<file path="src/hw/rtl/ps2mpt_pkg.sv">
package ps2mpt_pkg;

   localparam int CSR_ADDR_WIDTH = 3;
   localparam int DELTA_WIDTH    = 12;
   localparam int RAW_WIDTH      = 10;
   localparam int BUTTON_WIDTH   = 3;
   localparam int POS_OUT_WIDTH  = 16;
   localparam int WHEEL_OUT_WIDTH = 32;

   localparam logic [7:0] SYNC_BYTE = 8'hFF;
   localparam int X_SIGN_BIT  = 4;
   localparam int Y_SIGN_BIT  = 5;
   localparam int BOOST_LIMIT = 5;
   localparam int BOOST_SHIFT = 2;

   localparam int X_LOWER_RESET  = 0;
   localparam int X_UPPER_RESET  = 320;
   localparam int Y_LOWER_RESET  = 0;
   localparam int Y_UPPER_RESET  = 200;
   localparam int CURSOR_X_RESET = 160;
   localparam int CURSOR_Y_RESET = 100;

   typedef enum logic [CSR_ADDR_WIDTH-1:0] {
      CSR_WHEEL_MODE = 3'd0,
      CSR_X_LOWER    = 3'd1,
      CSR_X_UPPER    = 3'd2,
      CSR_Y_LOWER    = 3'd3,
      CSR_Y_UPPER    = 3'd4
   } csr_index_type;

   typedef enum logic [1:0] {
      POS_FIRST  = 2'd0,
      POS_SECOND = 2'd1,
      POS_THIRD  = 2'd2,
      POS_WHEEL  = 2'd3
   } byte_pos_type;

   typedef struct packed {
      logic       valid;
      logic       error;
      logic [7:0] data;
   } rx_item_type;

endpackage

</file>
<file path="src/hw/rtl/ps2mpt_csr.sv">
module ps2mpt_csr
   import ps2mpt_pkg::*;
#(
   parameter int COORD_WIDTH = 16
) (
   input  logic                          clock,
   input  logic                          reset,
   input  logic                          csr_we,
   input  logic [CSR_ADDR_WIDTH-1:0]     csr_addr,
   input  logic [COORD_WIDTH-1:0]        csr_wdata,
   output logic                          wheel_mode,
   output logic signed [COORD_WIDTH-1:0] x_lower,
   output logic signed [COORD_WIDTH-1:0] x_upper,
   output logic signed [COORD_WIDTH-1:0] y_lower,
   output logic signed [COORD_WIDTH-1:0] y_upper
);

   logic                   wheel_mode_ff, wheel_mode_in;
   logic [COORD_WIDTH-1:0] x_lower_ff, x_lower_in;
   logic [COORD_WIDTH-1:0] x_upper_ff, x_upper_in;
   logic [COORD_WIDTH-1:0] y_lower_ff, y_lower_in;
   logic [COORD_WIDTH-1:0] y_upper_ff, y_upper_in;

   always_comb begin
      wheel_mode_in = wheel_mode_ff;
      x_lower_in    = x_lower_ff;
      x_upper_in    = x_upper_ff;
      y_lower_in    = y_lower_ff;
      y_upper_in    = y_upper_ff;
      if (csr_we) begin
         case (csr_index_type'(csr_addr))
            CSR_WHEEL_MODE: wheel_mode_in = csr_wdata[0];
            CSR_X_LOWER:    x_lower_in    = csr_wdata;
            CSR_X_UPPER:    x_upper_in    = csr_wdata;
            CSR_Y_LOWER:    y_lower_in    = csr_wdata;
            CSR_Y_UPPER:    y_upper_in    = csr_wdata;
            default: begin
            end
         endcase
      end
   end

   always_ff @(posedge clock) begin
      if (reset) begin
         wheel_mode_ff <= 1'b0;
         x_lower_ff    <= COORD_WIDTH'(X_LOWER_RESET);
         x_upper_ff    <= COORD_WIDTH'(X_UPPER_RESET);
         y_lower_ff    <= COORD_WIDTH'(Y_LOWER_RESET);
         y_upper_ff    <= COORD_WIDTH'(Y_UPPER_RESET);
      end else begin
         wheel_mode_ff <= wheel_mode_in;
         x_lower_ff    <= x_lower_in;
         x_upper_ff    <= x_upper_in;
         y_lower_ff    <= y_lower_in;
         y_upper_ff    <= y_upper_in;
      end
   end

   assign wheel_mode = wheel_mode_ff;
   assign x_lower    = $signed(x_lower_ff);
   assign x_upper    = $signed(x_upper_ff);
   assign y_lower    = $signed(y_lower_ff);
   assign y_upper    = $signed(y_upper_ff);

endmodule

</file>
<file path="src/hw/rtl/ps2mpt_core.sv">
module ps2mpt_core
   import ps2mpt_pkg::*;
#(
   parameter int COORD_WIDTH = 16,
   parameter int WHEEL_WIDTH = 32
) (
   input  logic                          clock,
   input  logic                          reset,
   input  logic                          step,
   input  rx_item_type                   item,
   input  logic                          wheel_mode,
   input  logic signed [COORD_WIDTH-1:0] x_lower,
   input  logic signed [COORD_WIDTH-1:0] x_upper,
   input  logic signed [COORD_WIDTH-1:0] y_lower,
   input  logic signed [COORD_WIDTH-1:0] y_upper,
   output logic                          done,
   output logic signed [COORD_WIDTH-1:0] pos_x,
   output logic signed [COORD_WIDTH-1:0] pos_y,
   output logic [BUTTON_WIDTH-1:0]       buttons,
   output logic signed [WHEEL_WIDTH-1:0] wheel_sum
);

   localparam int SUM_WIDTH = COORD_WIDTH + 2;

   byte_pos_type pos_ff, pos_in;
   logic [7:0]   first_ff, second_ff, third_ff;
   logic signed [COORD_WIDTH-1:0] cursor_x_ff, cursor_x_in;
   logic signed [COORD_WIDTH-1:0] cursor_y_ff, cursor_y_in;
   logic signed [WHEEL_WIDTH-1:0] wheel_ff, wheel_in;

   logic take, load_first, load_second, load_third;
   logic [7:0] third_sel, wheel_sel;
   logic signed [RAW_WIDTH-1:0]   dx_raw, dy_raw;
   logic signed [DELTA_WIDTH-1:0] dx, dy;
   logic signed [SUM_WIDTH-1:0]   sum_x, sum_y;

   function automatic logic signed [DELTA_WIDTH-1:0] boost(
      input logic signed [RAW_WIDTH-1:0] d
   );
      logic signed [DELTA_WIDTH-1:0] ext;
      logic signed [RAW_WIDTH-1:0]   lim;
      ext = DELTA_WIDTH'(d);
      lim = RAW_WIDTH'(BOOST_LIMIT);
      if (d > lim || d < -lim) begin
         return ext <<< BOOST_SHIFT;
      end
      return ext;
   endfunction

   function automatic logic signed [COORD_WIDTH-1:0] clamp(
      input logic signed [SUM_WIDTH-1:0]   v,
      input logic signed [COORD_WIDTH-1:0] lo,
      input logic signed [COORD_WIDTH-1:0] hi
   );
      logic signed [SUM_WIDTH-1:0] lo_ext, hi_ext, t;
      lo_ext = SUM_WIDTH'(lo);
      hi_ext = SUM_WIDTH'(hi);
      t = (v > hi_ext) ? hi_ext : v;
      if (t < lo_ext) begin
         t = lo_ext;
      end
      return t[COORD_WIDTH-1:0];
   endfunction

   always_comb begin
      pos_in = pos_ff;
      if (step && !item.error) begin
         case (pos_ff)
            POS_FIRST:  pos_in = (item.data != SYNC_BYTE) ? POS_SECOND : POS_FIRST;
            POS_SECOND: pos_in = POS_THIRD;
            POS_THIRD:  pos_in = wheel_mode ? POS_WHEEL : POS_FIRST;
            POS_WHEEL:  pos_in = POS_FIRST;
            default:    pos_in = POS_FIRST;
         endcase
      end
   end

   always_comb begin
      take        = step && !item.error;
      load_first  = 1'b0;
      load_second = 1'b0;
      load_third  = 1'b0;
      done        = 1'b0;
      case (pos_ff)
         POS_FIRST:  load_first  = take && (item.data != SYNC_BYTE);
         POS_SECOND: load_second = take;
         POS_THIRD: begin
            load_third = take;
            done       = take && !wheel_mode;
         end
         POS_WHEEL:  done = take;
         default: begin
         end
      endcase
   end

   always_comb begin
      third_sel = (pos_ff == POS_THIRD) ? item.data : third_ff;
      wheel_sel = (pos_ff == POS_WHEEL) ? item.data : 8'h00;
      dx_raw = RAW_WIDTH'($signed({first_ff[X_SIGN_BIT], second_ff}));
      dy_raw = -RAW_WIDTH'($signed({first_ff[Y_SIGN_BIT], third_sel}));
      dx = boost(dx_raw);
      dy = boost(dy_raw);
      sum_x = SUM_WIDTH'(cursor_x_ff) + SUM_WIDTH'(dx);
      sum_y = SUM_WIDTH'(cursor_y_ff) + SUM_WIDTH'(dy);
      cursor_x_in = clamp(sum_x, x_lower, x_upper);
      cursor_y_in = clamp(sum_y, y_lower, y_upper);
      wheel_in = wheel_ff + WHEEL_WIDTH'($signed(wheel_sel));
   end

   always_ff @(posedge clock) begin
      if (reset) begin
         pos_ff      <= POS_FIRST;
         cursor_x_ff <= COORD_WIDTH'(CURSOR_X_RESET);
         cursor_y_ff <= COORD_WIDTH'(CURSOR_Y_RESET);
         wheel_ff    <= '0;
      end else begin
         pos_ff <= pos_in;
         if (done) begin
            cursor_x_ff <= cursor_x_in;
            cursor_y_ff <= cursor_y_in;
            wheel_ff    <= wheel_in;
         end
      end
   end

   always_ff @(posedge clock) begin
      if (load_first) begin
         first_ff <= item.data;
      end
      if (load_second) begin
         second_ff <= item.data;
      end
      if (load_third) begin
         third_ff <= item.data;
      end
   end

   assign pos_x     = cursor_x_in;
   assign pos_y     = cursor_y_in;
   assign buttons   = {first_ff[0], first_ff[2], first_ff[1]};
   assign wheel_sum = wheel_in;

`ifndef SYNTH
   a_done_needs_good_byte: assert property (@(posedge clock) disable iff (reset)
      done |-> step && !item.error)
      else $error("packet completed without an accepted good byte");

   a_done_restarts: assert property (@(posedge clock) disable iff (reset)
      done |=> pos_ff == POS_FIRST)
      else $error("byte position did not return to the first byte after a packet");

   a_error_holds: assert property (@(posedge clock) disable iff (reset)
      step && item.error |=> $stable(pos_ff) && $stable(cursor_x_ff) && $stable(wheel_ff))
      else $error("a byte with an error changed the tracker state");

   a_sync_dropped: assert property (@(posedge clock) disable iff (reset)
      step && pos_ff == POS_FIRST && item.data == SYNC_BYTE |=> pos_ff == POS_FIRST)
      else $error("a leading 0xFF byte was taken into a packet");

   a_x_in_box: assert property (@(posedge clock) disable iff (reset)
      done && x_lower <= x_upper |-> cursor_x_in >= x_lower && cursor_x_in <= x_upper)
      else $error("horizontal position left the configured box");
`endif

endmodule

</file>
<file path="src/hw/rtl/ps2_mouse_packet_tracker_unit.sv">
// A result is registered as the byte completing its packet leaves the input register.
// Throughput: one byte per cycle while results are taken; a result that waits holds the
// byte in the input register, so at most one more transaction is taken until it leaves.
// Reset is synchronous and active high; it clears the byte position, the wheel total,
// restores the position to 160, 100 and the box registers to their reset values.
module ps2_mouse_packet_tracker_unit
   import ps2mpt_pkg::*;
#(
   parameter int COORD_WIDTH = 16,
   parameter int WHEEL_WIDTH = 32
) (
   input  logic                              clock,
   input  logic                              reset,
   input  logic                              req_valid,
   output logic                              req_ready,
   input  logic [7:0]                        req_rx_byte,
   input  logic                              req_rx_error,
   output logic                              rsp_valid,
   input  logic                              rsp_ready,
   output logic signed [POS_OUT_WIDTH-1:0]   rsp_pos_x,
   output logic signed [POS_OUT_WIDTH-1:0]   rsp_pos_y,
   output logic [BUTTON_WIDTH-1:0]           rsp_button_bits,
   output logic signed [WHEEL_OUT_WIDTH-1:0] rsp_wheel_total,
   input  logic                              csr_we,
   input  logic [CSR_ADDR_WIDTH-1:0]         csr_addr,
   input  logic [COORD_WIDTH-1:0]            csr_wdata
);

   rx_item_type rx_ff, rx_in;
   logic        rsp_valid_ff, rsp_valid_in;
   logic signed [POS_OUT_WIDTH-1:0]   pos_x_ff, pos_y_ff;
   logic [BUTTON_WIDTH-1:0]           buttons_ff;
   logic signed [WHEEL_OUT_WIDTH-1:0] wheel_total_ff;

   logic advance, done, wheel_mode;
   logic signed [COORD_WIDTH-1:0] x_lower, x_upper, y_lower, y_upper;
   logic signed [COORD_WIDTH-1:0] pos_x, pos_y;
   logic [BUTTON_WIDTH-1:0]       buttons;
   logic signed [WHEEL_WIDTH-1:0] wheel_sum;
   logic [31:0] pos_x_wide, pos_y_wide;
   logic [63:0] wheel_wide;

   ps2mpt_csr #(
      .COORD_WIDTH(COORD_WIDTH)
   ) u_csr (
      .clock(clock),
      .reset(reset),
      .csr_we(csr_we),
      .csr_addr(csr_addr),
      .csr_wdata(csr_wdata),
      .wheel_mode(wheel_mode),
      .x_lower(x_lower),
      .x_upper(x_upper),
      .y_lower(y_lower),
      .y_upper(y_upper)
   );

   ps2mpt_core #(
      .COORD_WIDTH(COORD_WIDTH),
      .WHEEL_WIDTH(WHEEL_WIDTH)
   ) u_core (
      .clock(clock),
      .reset(reset),
      .step(advance),
      .item(rx_ff),
      .wheel_mode(wheel_mode),
      .x_lower(x_lower),
      .x_upper(x_upper),
      .y_lower(y_lower),
      .y_upper(y_upper),
      .done(done),
      .pos_x(pos_x),
      .pos_y(pos_y),
      .buttons(buttons),
      .wheel_sum(wheel_sum)
   );

   assign advance   = rx_ff.valid && (!rsp_valid_ff || rsp_ready);
   assign req_ready = !rx_ff.valid || advance;

   always_comb begin
      rx_in = rx_ff;
      if (req_valid && req_ready) begin
         rx_in.valid = 1'b1;
         rx_in.error = req_rx_error;
         rx_in.data  = req_rx_byte;
      end else if (advance) begin
         rx_in.valid = 1'b0;
      end
   end

   always_comb begin
      rsp_valid_in = rsp_valid_ff;
      if (advance && done) begin
         rsp_valid_in = 1'b1;
      end else if (rsp_ready) begin
         rsp_valid_in = 1'b0;
      end
   end

   assign pos_x_wide = 32'(pos_x);
   assign pos_y_wide = 32'(pos_y);
   assign wheel_wide = 64'(wheel_sum);

   always_ff @(posedge clock) begin
      if (reset) begin
         rx_ff        <= '0;
         rsp_valid_ff <= 1'b0;
      end else begin
         rx_ff        <= rx_in;
         rsp_valid_ff <= rsp_valid_in;
      end
   end

   always_ff @(posedge clock) begin
      if (advance && done) begin
         pos_x_ff       <= pos_x_wide[POS_OUT_WIDTH-1:0];
         pos_y_ff       <= pos_y_wide[POS_OUT_WIDTH-1:0];
         buttons_ff     <= buttons;
         wheel_total_ff <= wheel_wide[WHEEL_OUT_WIDTH-1:0];
      end
   end

   assign rsp_valid       = rsp_valid_ff;
   assign rsp_pos_x       = pos_x_ff;
   assign rsp_pos_y       = pos_y_ff;
   assign rsp_button_bits = buttons_ff;
   assign rsp_wheel_total = wheel_total_ff;

`ifndef SYNTH
   a_no_result_overwrite: assert property (@(posedge clock) disable iff (reset)
      rsp_valid_ff && !rsp_ready |-> !(advance && done))
      else $error("a waiting result was overwritten");

   a_input_not_lost: assert property (@(posedge clock) disable iff (reset)
      rx_ff.valid && !advance |=> rx_ff.valid)
      else $error("a held input transaction was dropped");

   a_result_follows_packet: assert property (@(posedge clock) disable iff (reset)
      advance && done |=> rsp_valid_ff)
      else $error("a completed packet produced no result");
`endif

endmodule
</file>
<file path="config.mk">
export PLATFORM = sky130hd
export DESIGN_NAME = ps2_mouse_packet_tracker_unit
export DESIGN_NICKNAME = d
export VERILOG_FILES = /design/src/hw/rtl/ps2mpt_pkg.sv /design/src/hw/rtl/ps2mpt_csr.sv /design/src/hw/rtl/ps2mpt_core.sv /design/src/hw/rtl/ps2_mouse_packet_tracker_unit.sv
export SDC_FILE = /design/constraint.sdc
export NUM_CORES = 1
export LEC_CHECK = 0
export ABC_CLOCK_PERIOD_IN_PS = 10600
export BUFFER_PORTS_ARGS = -buffer_cell sky130_fd_sc_hd__buf_2
export CORE_MARGIN = 1.5
export CORE_UTILIZATION = 35
export DETAILED_ROUTE_END_ITERATION = 10
export PLACE_DENSITY = 0.47
export SETUP_SLACK_MARGIN = 0.15
export SLEW_MARGIN = 40
export SYNTH_ARGS = -nofsm -noshare
export SYNTH_HDL_FRONTEND = slang
export SYNTH_SLANG_ARGS = --single-unit
</file>
<file path="constraint.sdc">
create_clock -name clock -period 10.6 [get_ports clock]
set_input_delay 1.59 -clock clock [delete_from_list [all_inputs] [get_ports clock]]
set_output_delay 1.59 -clock clock [all_outputs]
set_load 0.005 [all_outputs]
</file>
==> summary.md, run 1 <==
| Metric | Value |
|---|---|
| Syn Inst Count | 1661 |
| CP endpoint | rsp_pos_y[5] |
| Flops & latches, synth | 230 |
| DR WL/cell | between 15 and 20 um |
| Post-route ant nets | 0 |
| Die W | 208 um |
| Post-CTS Setup Inserts | 0 |
| Clk slew on worst S/H paths | 0.06 ns |
| Gr ovfl total | 0 |
| Avg Cell Area, Syn | around 8.8 sq um |
| Critical path launch point | u_core.pos_ff[0] |
| Static leakage | 6.33 nW |
| H-tree depth | 1 |
| Drt pass-1 iters | 5 |
| Clk buf depth | 3 |
| CP arrival | approximately 10 ns |
| Critical Path Slowest Stage Cell | or4_4 |
| Final nets | 1892 |
| DRC errors left | 0 |
| CP max FO | 17 |
| Hold Crit Class | reg -> reg |
| Crit Path Category | reg -> reg |
| Fin area | approximately 17000 sq um |
| Critical Path RT | 10.91 ns |
| Rows | 74 |
| Setup ws final | 0.936 ns |
| Hold_sp | u_core.first_ff[1] |
| Post-synth EDFFs | 88 |
| Ys Warns | 0 |
| Global-route wire length before repair | 66600 um |
| RSZ-0062 raised after global routing | no |
| Clock tree from TritonCTS | built |
| Maximum VDD drop | 0.000111 V |
| Outcome | finished, final reports clean |
| Initial antenna violation count | 0 |
| Crit path launch type | register |
| CTS buffer count | 29 |
| Die height | 208 um |
| Worst Max-Slew Pin Slew | 0.796 ns |
| Setup Skew | 0.0215 ns |
| Area grow syn2layout | 12.6% |
| Fmax | around 0.10 GHz |
| Vias per inst | 5.34 |
| Root Buffer | clkbuf_16 |
| Antenna Cells | 0 |
| Synth cell types | 94 |
| Post-Syn Area | 14700 sq um |
| Final setup viols | 0 |
| Post-placement cell area | 15600 sq um |
| Core area | 41100 sq um |
| Pin count of the biggest net entering global routing | approximately 70 |
| Post-Route WL | between 40000 and 50000 um |
| Syn_nets | 1825 |
| I/O Buffers | 101 |
| Dpl ws | 0.682 ns |
| Top-Level Pins | 102 |
| Async SR Flop Fraction | 0% |
| Tcrit/Tclk final | between 90 and 100% |
| Max stage delay on crit path | 0.56 ns |
| GRT Util Overall | 19.2% |
| DPL Wire Length | 31400 um |
| Die ar. | 43200 sq um |
| CP Capture Type | register |
| Sequential share of the synthesized area | 37.4% |
| Most used cell, CP | ha_1 |
| Clk_lat worst skew | 0.57 ns |
| Worst r2r src | u_core.pos_ff[0] |
| Slew HR | 47.0% |
| Final Hold Fails | 0 |
| Crit path time final | slightly below 10 ns |
| Ys flop type | dfxtp_1 |
| Vias in the first global route | 11555 |
| Fin. max-slew vios | 0 |
| Share of cells above drive strength 1 | a little over an eighth |
| Reg2reg path depth | 35 |
| Fin Setup TNS | 0 ns |
| Via count | approximately 12000 |
| FF-to-FF End | rsp_pos_y[5] |
| Clk sinks | 230 |
| Cell area power density | 133 nW/um^2 |
| Detailed Route Iter0 Violations | slightly above 600 |
| Max-cap violations | 0 |
| Reg2Reg Setup Slack | 0.94 ns |
| Gpl congestion | 0.861 |
| Starting Density | 35.7% |
-- cells in the mapped netlist (15+ instances only) --
cell type,instances,area [sq um]
nand2_1,229,860
a21oi_1,177,886
dfxtp_1,142,2840
ha_1,128,1600
inv_1,109,409
edfxtp_1,88,2640
o21ai_0,69,345
nor2_1,64,240
clkbuf_1,58,218
nand3_1,45,225
xnor2_1,43,377
nor3_1,38,190
mux2_2,33,372
nand3b_1,33,248
o211ai_1,33,248
or3_1,29,181
a21o_1,22,165
o21a_1,21,158
nand4_1,20,125
a211oi_1,16,120
a31oi_1,16,100
mux2i_1,16,160
o31ai_1,16,120
o21bai_1,15,113
-- metrics by stage --
stage	util, %	std cells	hold slack, ns	total power [mW]
finish	40.2	2283	0.428	2.20
global route	40.2	2283	0.440	2.30
CTS	40.2	2283	0.429	2.23
detailed placement	37.9	2229	0.414	1.27
global placement	37.9	2229	0.405	1.27
floorplan	-	1661	0.400	1.18
-- placed cells by master (no fill, tap or decap), types with 7 or more instances in the layout --
cell / n
xnor2_1: 43
a31oi_1: 16
and3_1: 13
nor3b_1: 13
mux2i_1: 16
nand4_1: 20
a21oi_1: 177
a21o_1: 22
and2_1: 13
xor2_1: 9
ha_1: 128
clkbuf_1: 7
buf_4: 15
nor2b_1: 11
edfxtp_1: 88
a211o_1: 9
o21bai_1: 15
or2_2: 7
o21a_1: 21
nand3b_1: 33
nor2_1: 63
o211ai_1: 33
buf_2: 100
o21ai_0: 69
o21ai_1: 8
a211oi_1: 16
nor3_1: 38
o31ai_1: 15
mux2_2: 33
dfxtp_1: 141
or3_1: 29
nand2_1: 228
nand3_1: 45
clkbuf_16: 29
inv_1: 107
-- logic make-up (layout without fill, tap and decap cells) --
| kind of cell | Yosys count | after routing | share of synthesized area [%] |
|---|---|---|---|
| fa+ha+maj | 131 | 131 | 11.3 |
| mux | 55 | 55 | 4.31 |
| simple gates | 546 | 546 | 18.5 |
| xor+xnor | 53 | 53 | 3.22 |
| compound gates | 457 | 457 | 19.9 |
| buf+inv | 189 | 279 | 5.32 |
| flops | 230 | 230 | 37.4 |
-- cell type report --
cell class	count	area, sq um
inverters	110	415
multi-input cells	1242	8430
clock inverters	15	123
flip-flops and latches	230	5490
fillers	4257	24600
clock buffers	39	793
repair buffers	115	613
well taps	532	666
-- critical path, delay by kind of cell (launching register included) --
family	cells	cell delay, ns
AO/OA/AOI/OAI	9	2.15
XOR/XNOR	2	0.23
multiplexers	3	1.24
flip-flops	1	0.45
adder cells (fa/ha/maj)	4	1.20
AND/OR/NAND/NOR	15	3.79
buffers and inverters	2	0.32
-- metal layers --
metal | global-route usage [%] | vias up | part of all wire, %
met5 | 0 | - | 0
met4 | 4.51 | 0 | 1.6
met3 | 2.62 | 36 | 5.1
met2 | 29.8 | 302 | 44
met1 | 28.2 | 5692 | 50
li1 | - | 6172 | -
-- power breakdown --
group / total (mW) / internal, mW / switching, mW / leakage [nW]
Clock: 0.948 / 0.550 / 0.398 / 0.435
Combinational: 0.303 / 0.107 / 0.196 / 4.00
Sequential: 0.948 / 0.934 / 0.0140 / 1.90
-- how the worst min path moves through the flow --
stage / to / slack [ns] / cells past startpoint
finish: rsp_button_bits[0] / 0.43 / 0
global placement: rsp_button_bits[0] / 0.41 / 0
detailed placement: rsp_button_bits[0] / 0.41 / 0
CTS: rsp_button_bits[0] / 0.43 / 0
floorplan: rsp_button_bits[0] / 0.40 / 0
global route: rsp_button_bits[0] / 0.44 / 0
-- timing repair --
item	CTS	global route
hold buffers	0	0
resized for setup	0	3
endpoints found under the setup margin	0	27
endpoints found under the hold margin	0	0
No activity file was read; power rests on OpenSTA's default activity.
==> run 2, diff against run 1 <==
- ABC_CLOCK_PERIOD_IN_PS: 10600 -> 9000
- REMOVE_ABC_BUFFERS: default -> 1
- clock period: 10.6 -> 9 ns (I/O delays scaled with it)
==> run 2 against run 1 <==
Critical path depth is 2 higher; worst hold slack worse by 0.0053 ns; clock skew is 0.0049 ns higher; utilization is 1.2 points higher; combinational power is 35% higher; clock-buffer cell count is 2 lower; clock power is 28% higher; die area stayed put; sequential cell count stayed put.
==> summary.md, run 2 (synthesis gave the netlist of run 1 again) <==
| Metric | Value |
|---|---|
| Outcome | finished, final reports clean |
| Most used cell, CP | ha_1 |
| Crit path launch type | register |
| Commonest cells after routing, fill and taps aside | nand2_1 (227), a21oi_1 (176), dfxtp_1 (142) |
| Core area | 41100 sq um (unchanged) |
| Setup Skew | 0.0264 ns (+0.00492 ns) |
| Maximum VDD drop | 0.000172 V (+55%) |
| Share of cells above drive strength 1 | 16.6% (+3.0 points) |
| CTS buffer count | 28 (-3.4%) |
| Initial antenna violation count | 2 (+2) |
| Gpl congestion | 0.867 (+0.65%) |
| Rows | 74 (unchanged) |
| Reg2Reg Setup Slack | 0.67 ns (-0.27 ns) |
| Vias in the first global route | 12234 (+5.9%) |
| Top-Level Pins | 102 (unchanged) |
| Crit Path Category | reg -> reg |
| Clk sinks | 230 (unchanged) |
| Via count | 12521 (+2.6%) |
| Post-Route WL | 45000 um (+7.0%) |
| Critical Path Slowest Stage Cell | or4_4 |
| Area grow syn2layout | 16.1% |
| Die W | 208 um (unchanged) |
| Fin. max-slew vios | 0 (unchanged) |
| Placed Instances | 2259 (+1.3%) |
| Commonest non-fill, non-tap cell in the layout | nand2_1 |
| Post-route ant nets | 0 (unchanged) |
| CP max FO | 8 (-9) |
| Worst Max-Slew Pin Slew | 0.832 ns (+0.0368 ns) |
| Setup ws final | 0.669 ns (-0.268 ns) |
| Gr ovfl total | 0 (unchanged) |
| Crit path time final | 8.33 ns (-1.33 ns) |
| DR WL/cell | 19.3 um (+5.0%) |
| Global-route wire length before repair | 69700 um (+4.8%) |
| Clk_lat worst skew | 0.59 ns (+0.02 ns) |
| Reg2reg path depth | 37 (+5.7%) |
| Vias per inst | 5.39 (+0.76%) |
| Max stage delay on crit path | 0.56 ns (about the same) |
| RSZ-0062 raised after global routing | no |
| I/O Buffers | 101 (unchanged) |
| CP Capture Type | register |
| Final Non-Filler Cells | 2325 (+1.8%) |
| Fmax | 0.120 GHz (+16%) |
| Max-cap violations | 0 (unchanged) |
| DPL Wire Length | 32900 um (+4.8%) |
| Die ar. | 43200 sq um (unchanged) |
| Detailed Route Iter0 Violations | 800 (+31%) |
| DRC errors left | 0 (unchanged) |
| Final Util | 41.4% (+1.2 points) |
| # hold bufs at CTS | 0 (unchanged) |
| H-tree depth | 1 (unchanged) |
| Final nets | 1933 (+2.2%) |
| Die height | 208 um (unchanged) |
| Final Hold Fails | 0 (unchanged) |
| Static leakage | 6.61 nW (+4.4%) |
| CP arrival | 8.64 ns (-1.34 ns) |
| Pin count of the biggest net entering global routing | 82 (+21%) |
| Hold Crit Class | reg -> reg |
| Critical Path RT | 9.31 ns (-1.60 ns) |
| Clk buf depth | 3 (unchanged) |
| GRT Util Overall | 20.4% (+1.1 points) |
| Final setup viols | 0 (unchanged) |
| Hold path depth | 0 (unchanged) |
| Drt pass-1 iters | 5 (unchanged) |
| Clk slew on worst S/H paths | 0.06 ns (about the same) |
| Slew HR | 44.5% (-2.5 points) |
| Starting Density | 35.7% (unchanged) |
| Root Buffer | clkbuf_16 |
| Tcrit/Tclk final | 92.6% (+1.4 points) |
| Cell area power density | 160 nW/um^2 (+20%) |
| Clock tree from TritonCTS | built |
| Dpl ws | -0.0904 ns (-0.772 ns) |
| Fin Setup TNS | 0 ns (unchanged) |
==> run 2: changes by cell type in the layout (fill, tap and decap cells not counted), sizes merged <==
| cell | delta |
|---|---|
| mux2 | +2 |
| inv | -2 |
| diode | +2 |
| buf | +40 |
| clkbuf | -2 |
| bufinv | +2 |
| clkinvlp | -4 |
| clkinv | +4 |
==> run 2: final cells by class <==
type | instances | area (sq um)
sequential | 230 | 5490
fill | 4154 | 24100
multi-input combinational | 1244 | 8540
clock buffer | 37 | 807
tap | 532 | 666
inverter | 110 | 418
antenna | 2 | 5.00
timing repair buffer | 155 | 925
clock inverter | 15 | 184
==> run 2: worst max-delay path, delay by kind of cell (launching register included) <==
kind                     cells  cell delay (ns)
XOR/XNOR                     2             0.31
buffers and inverters        4             0.44
AO/OA/AOI/OAI               11             2.09
adder cells (fa/ha/maj)      5             1.34
multiplexers                 2             0.59
flip-flops                   1             0.32
AND/OR/NAND/NOR             13             2.95
==> run 2: path summary, 6_finish.rpt <==
check | start | to
setup / recovery | u_core.pos_ff[0] | rsp_pos_y[4]
hold / removal | u_core.first_ff[2] | rsp_button_bits[1]
setup reg to reg | u_core.pos_ff[0] | rsp_pos_y[4]
hold reg to reg | u_core.first_ff[2] | rsp_button_bits[1]
==> run 2: stage by stage <==
stage	hold WS, ns	power, mW	cell area [sq um]
final	0.423	2.73	17000
after global routing	0.445	2.84	17000
after CTS	0.429	2.72	16800
after detailed placement	0.413	1.51	15800
after global placement	0.414	1.51	15800
after floorplan	0.400	1.36	14300
==> run 2: power by group <==
part	switching (mW)	leakage, nW	internal, mW
logic	0.250	4.22	0.159
registers	0.0145	1.90	1.10
clock network	0.485	0.486	0.720
==> run 2: routing by layer <==
metal / share of wire (%) / track usage (%) / wire length, um / vias up
met5: 0 / 0 / 0 / -
met4: 3.5 / 6.72 / 1570 / 0
met3: 3.8 / 2.33 / 1730 / 77
met2: 46 / 34.0 / 20700 / 273
met1: 47 / 27.4 / 21000 / 5924
li1: - / - / - / 6247
==> run 2: repair_timing <==
action / 4_1_cts / 5_1_grt
endpoints found under the setup margin: 31 / 39
cloned: 0 / 2
pin swaps: 0 / 9
resized for setup: 6 / 27
buffers inserted: 0 / 10
==> run 3, diff against run 2 <==
- PLACE_DENSITY: 0.47 -> 0.52
==> run 3 against run 2 <==
Routed wire length shrank 3.4%; worst setup slack lost 0.012 ns; global-route usage shrank 0.61 points; sequential power is essentially flat; via count grew 0.46%; critical endpoint is now rsp_pos_y[2]; highest routed layer is now met5.
==> summary.md, run 3 (synthesis gave the netlist of run 1 again) <==
| Metric | Value |
|---|---|
| Slew HR | 46.6% (+2.0 points) |
| CP top delay family | simple AND/OR/NAND/NOR gates |
| Max-cap violations | 0 (unchanged) |
| Post-placement cell area | 15800 sq um (-0.26%) |
| Setup Skew | 0.0124 ns (-0.0140 ns) |
| Final Hold Fails | 0 (unchanged) |
| Pin count of the biggest net entering global routing | 73 (-11%) |
| Drt pass-1 iters | 5 (unchanged) |
| Vias per inst | 5.44 (+0.94%) |
| Die ar. | 43200 sq um (unchanged) |
| Outcome | finished, final reports clean |
| Maximum VDD drop | 0.000145 V (-15%) |
| Hold path depth | 0 (unchanged) |
| I/O Buffers | 101 (unchanged) |
| Top-Level Pins | 102 (unchanged) |
| Crit Path Category | reg -> reg |
| Setup ws final | 0.657 ns (-0.0119 ns) |
| Worst Max-Slew Pin Slew | 0.802 ns (-0.0306 ns) |
| Global-route wire length before repair | 68300 um (-2.1%) |
| H-tree depth | 1 (unchanged) |
| Hold Slack | 0.424 ns (+0.00108 ns) |
| Reg2reg path depth | 36 (-2.7%) |
| Fmax | 0.120 GHz (-0.14%) |
| Area of the multi-input gates | 8530 sq um (about the same) |
| Final nets | 1923 (-0.52%) |
| Reg2Reg Setup Slack | 0.66 ns (about the same) |
| Commonest non-fill, non-tap cell in the layout | nand2_1 |
| Critical Path RT | 9.31 ns (about the same) |
| Fillers | 4183 (+0.70%) |
| Critical Path Slowest Stage Cell | or4_4 |
| WP buf/inv | 3 (-1) |
| CP max FO | 17 (+9) |
| Final Util | 41.1% (-0.32 points) |
| Static leakage | 6.52 nW (-1.3%) |
| Crit path time final | 8.34 ns (+0.0119 ns) |
| Die W | 208 um (unchanged) |
| Worst r2r src | u_core.pos_ff[0] |
| DRC errors left | 0 (unchanged) |
| Vias in the first global route | 12060 (-1.4%) |
| Max stage delay on crit path | 0.55 ns (about the same) |
| DR WL/cell | 18.8 um (-2.9%) |
| Clk buf depth | 3 (unchanged) |
| Gr ovfl total | 0 (unchanged) |
| Clock tree from TritonCTS | built |
| Register Area | 5490 sq um (unchanged) |
| Detailed Route Iter0 Violations | 832 (+4.0%) |
| Via count | 12579 (+0.46%) |
| Clk slew on worst S/H paths | 0.06 ns (about the same) |
| Final setup viols | 0 (unchanged) |
| Share of cells above drive strength 1 | 16.2% (-0.40 points) |
| Root Buffer | clkbuf_16 |
| Commonest cells after routing, fill and taps aside | nand2_1 (227), a21oi_1 (174), dfxtp_1 (142) |
| RSZ-0062 raised after global routing | no |
| FF-to-FF End | rsp_pos_y[2] |
| Clk_lat worst skew | 0.57 ns (-0.02 ns) |
| Clk sinks | 230 (unchanged) |
| Core area | 41100 sq um (unchanged) |
| Area grow syn2layout | 15.2% |
| Hold EP | rsp_button_bits[0] |
| Post-Route WL | 43400 um (-3.4%) |
| Starting Density | 35.7% (unchanged) |
| Tcrit/Tclk final | 92.7% (+0.13 points) |
| Initial antenna violation count | 3 (+1) |
| Fin. max-slew vios | 0 (unchanged) |
| Gpl congestion | 0.890 (+2.7%) |
| CP arrival | 8.65 ns (about the same) |
| DPL Wire Length | 32300 um (-1.9%) |
| Cell area power density | 156 nW/um^2 (-2.6%) |
| # hold bufs at CTS | 0 (unchanged) |
| Die height | 208 um (unchanged) |
| Hold Crit Class | reg -> reg |
| Rows | 74 (unchanged) |
| Total power | 2.64 mW (-3.4%) |
| Post-route ant nets | 0 (unchanged) |
| Dpl ws | -0.112 ns (-0.0217 ns) |
| GRT Util Overall | 19.8% (-0.61 points) |
| Hold_sp | u_core.first_ff[1] |
| Crit path launch type | register |
| CP Capture Type | register |
| CTS buffer count | 27 (-3.6%) |
| Fin area | 16900 sq um (-0.77%) |
-- run 3: timing repair --
action	CTS	global route
setup buffers	3	5
hold endpoints to repair	0	0
pin swaps	1	8
endpoints found under the setup margin	32	40
gates resized for setup	7	27
-- run 3: stage by stage --
| step | std cells | setup TNS, ns |
|---|---|---|
| floorplan | 1582 | -14.63 |
| global placement | 2253 | 0 |
| detailed placement | 2253 | -1.00 |
| CTS | 2306 | 0 |
| global route | 2312 | 0 |
| finish | 2314 | 0 |
-- run 3: power breakdown --
group	internal [mW]	leakage, nW	total, mW	switching (mW)
Combinational	0.151	4.18	0.394	0.243
Clock	0.668	0.447	1.13	0.460
Sequential	1.10	1.90	1.11	0.0134
-- run 3: how the worst max path moves through the flow --
stage / start / to / slack (ns) / depth (start not counted)
final: u_core.pos_ff[0] / rsp_pos_y[2] / 0.66 / 36
after global routing: u_core.pos_ff[0] / u_core.cursor_y_ff[6] / 0.12 / 38
after CTS: u_core.pos_ff[0] / rsp_pos_y[13] / 0.20 / 34
after detailed placement: u_core.pos_ff[0] / rsp_pos_y[2] / -0.11 / 34
after global placement: u_core.pos_ff[0] / rsp_pos_y[3] / 0.12 / 34
after floorplan: u_core.pos_ff[0] / rsp_pos_y[0] / -0.88 / 34
-- run 3: cell type report --
class,instances,area share [%]
flip-flops and latches,230,32.5
clock buffers,38,4.66
clock inverters,12,0.778
diodes,2,0.0296
repair buffers,148,5.16
well taps,532,3.94
inverters,110,2.47
multi-input cells,1242,50.5
-- run 3: metal layers --
| layer | wire length, um | track usage, % | vias to the layer above |
|---|---|---|---|
| met5 | 13 | 0 | - |
| met4 | 1300 | 6.07 | 2 |
| met3 | 2120 | 3.13 | 79 |
| met2 | 19600 | 32.3 | 293 |
| met1 | 20400 | 26.8 | 5986 |
| li1 | - | - | 6219 |
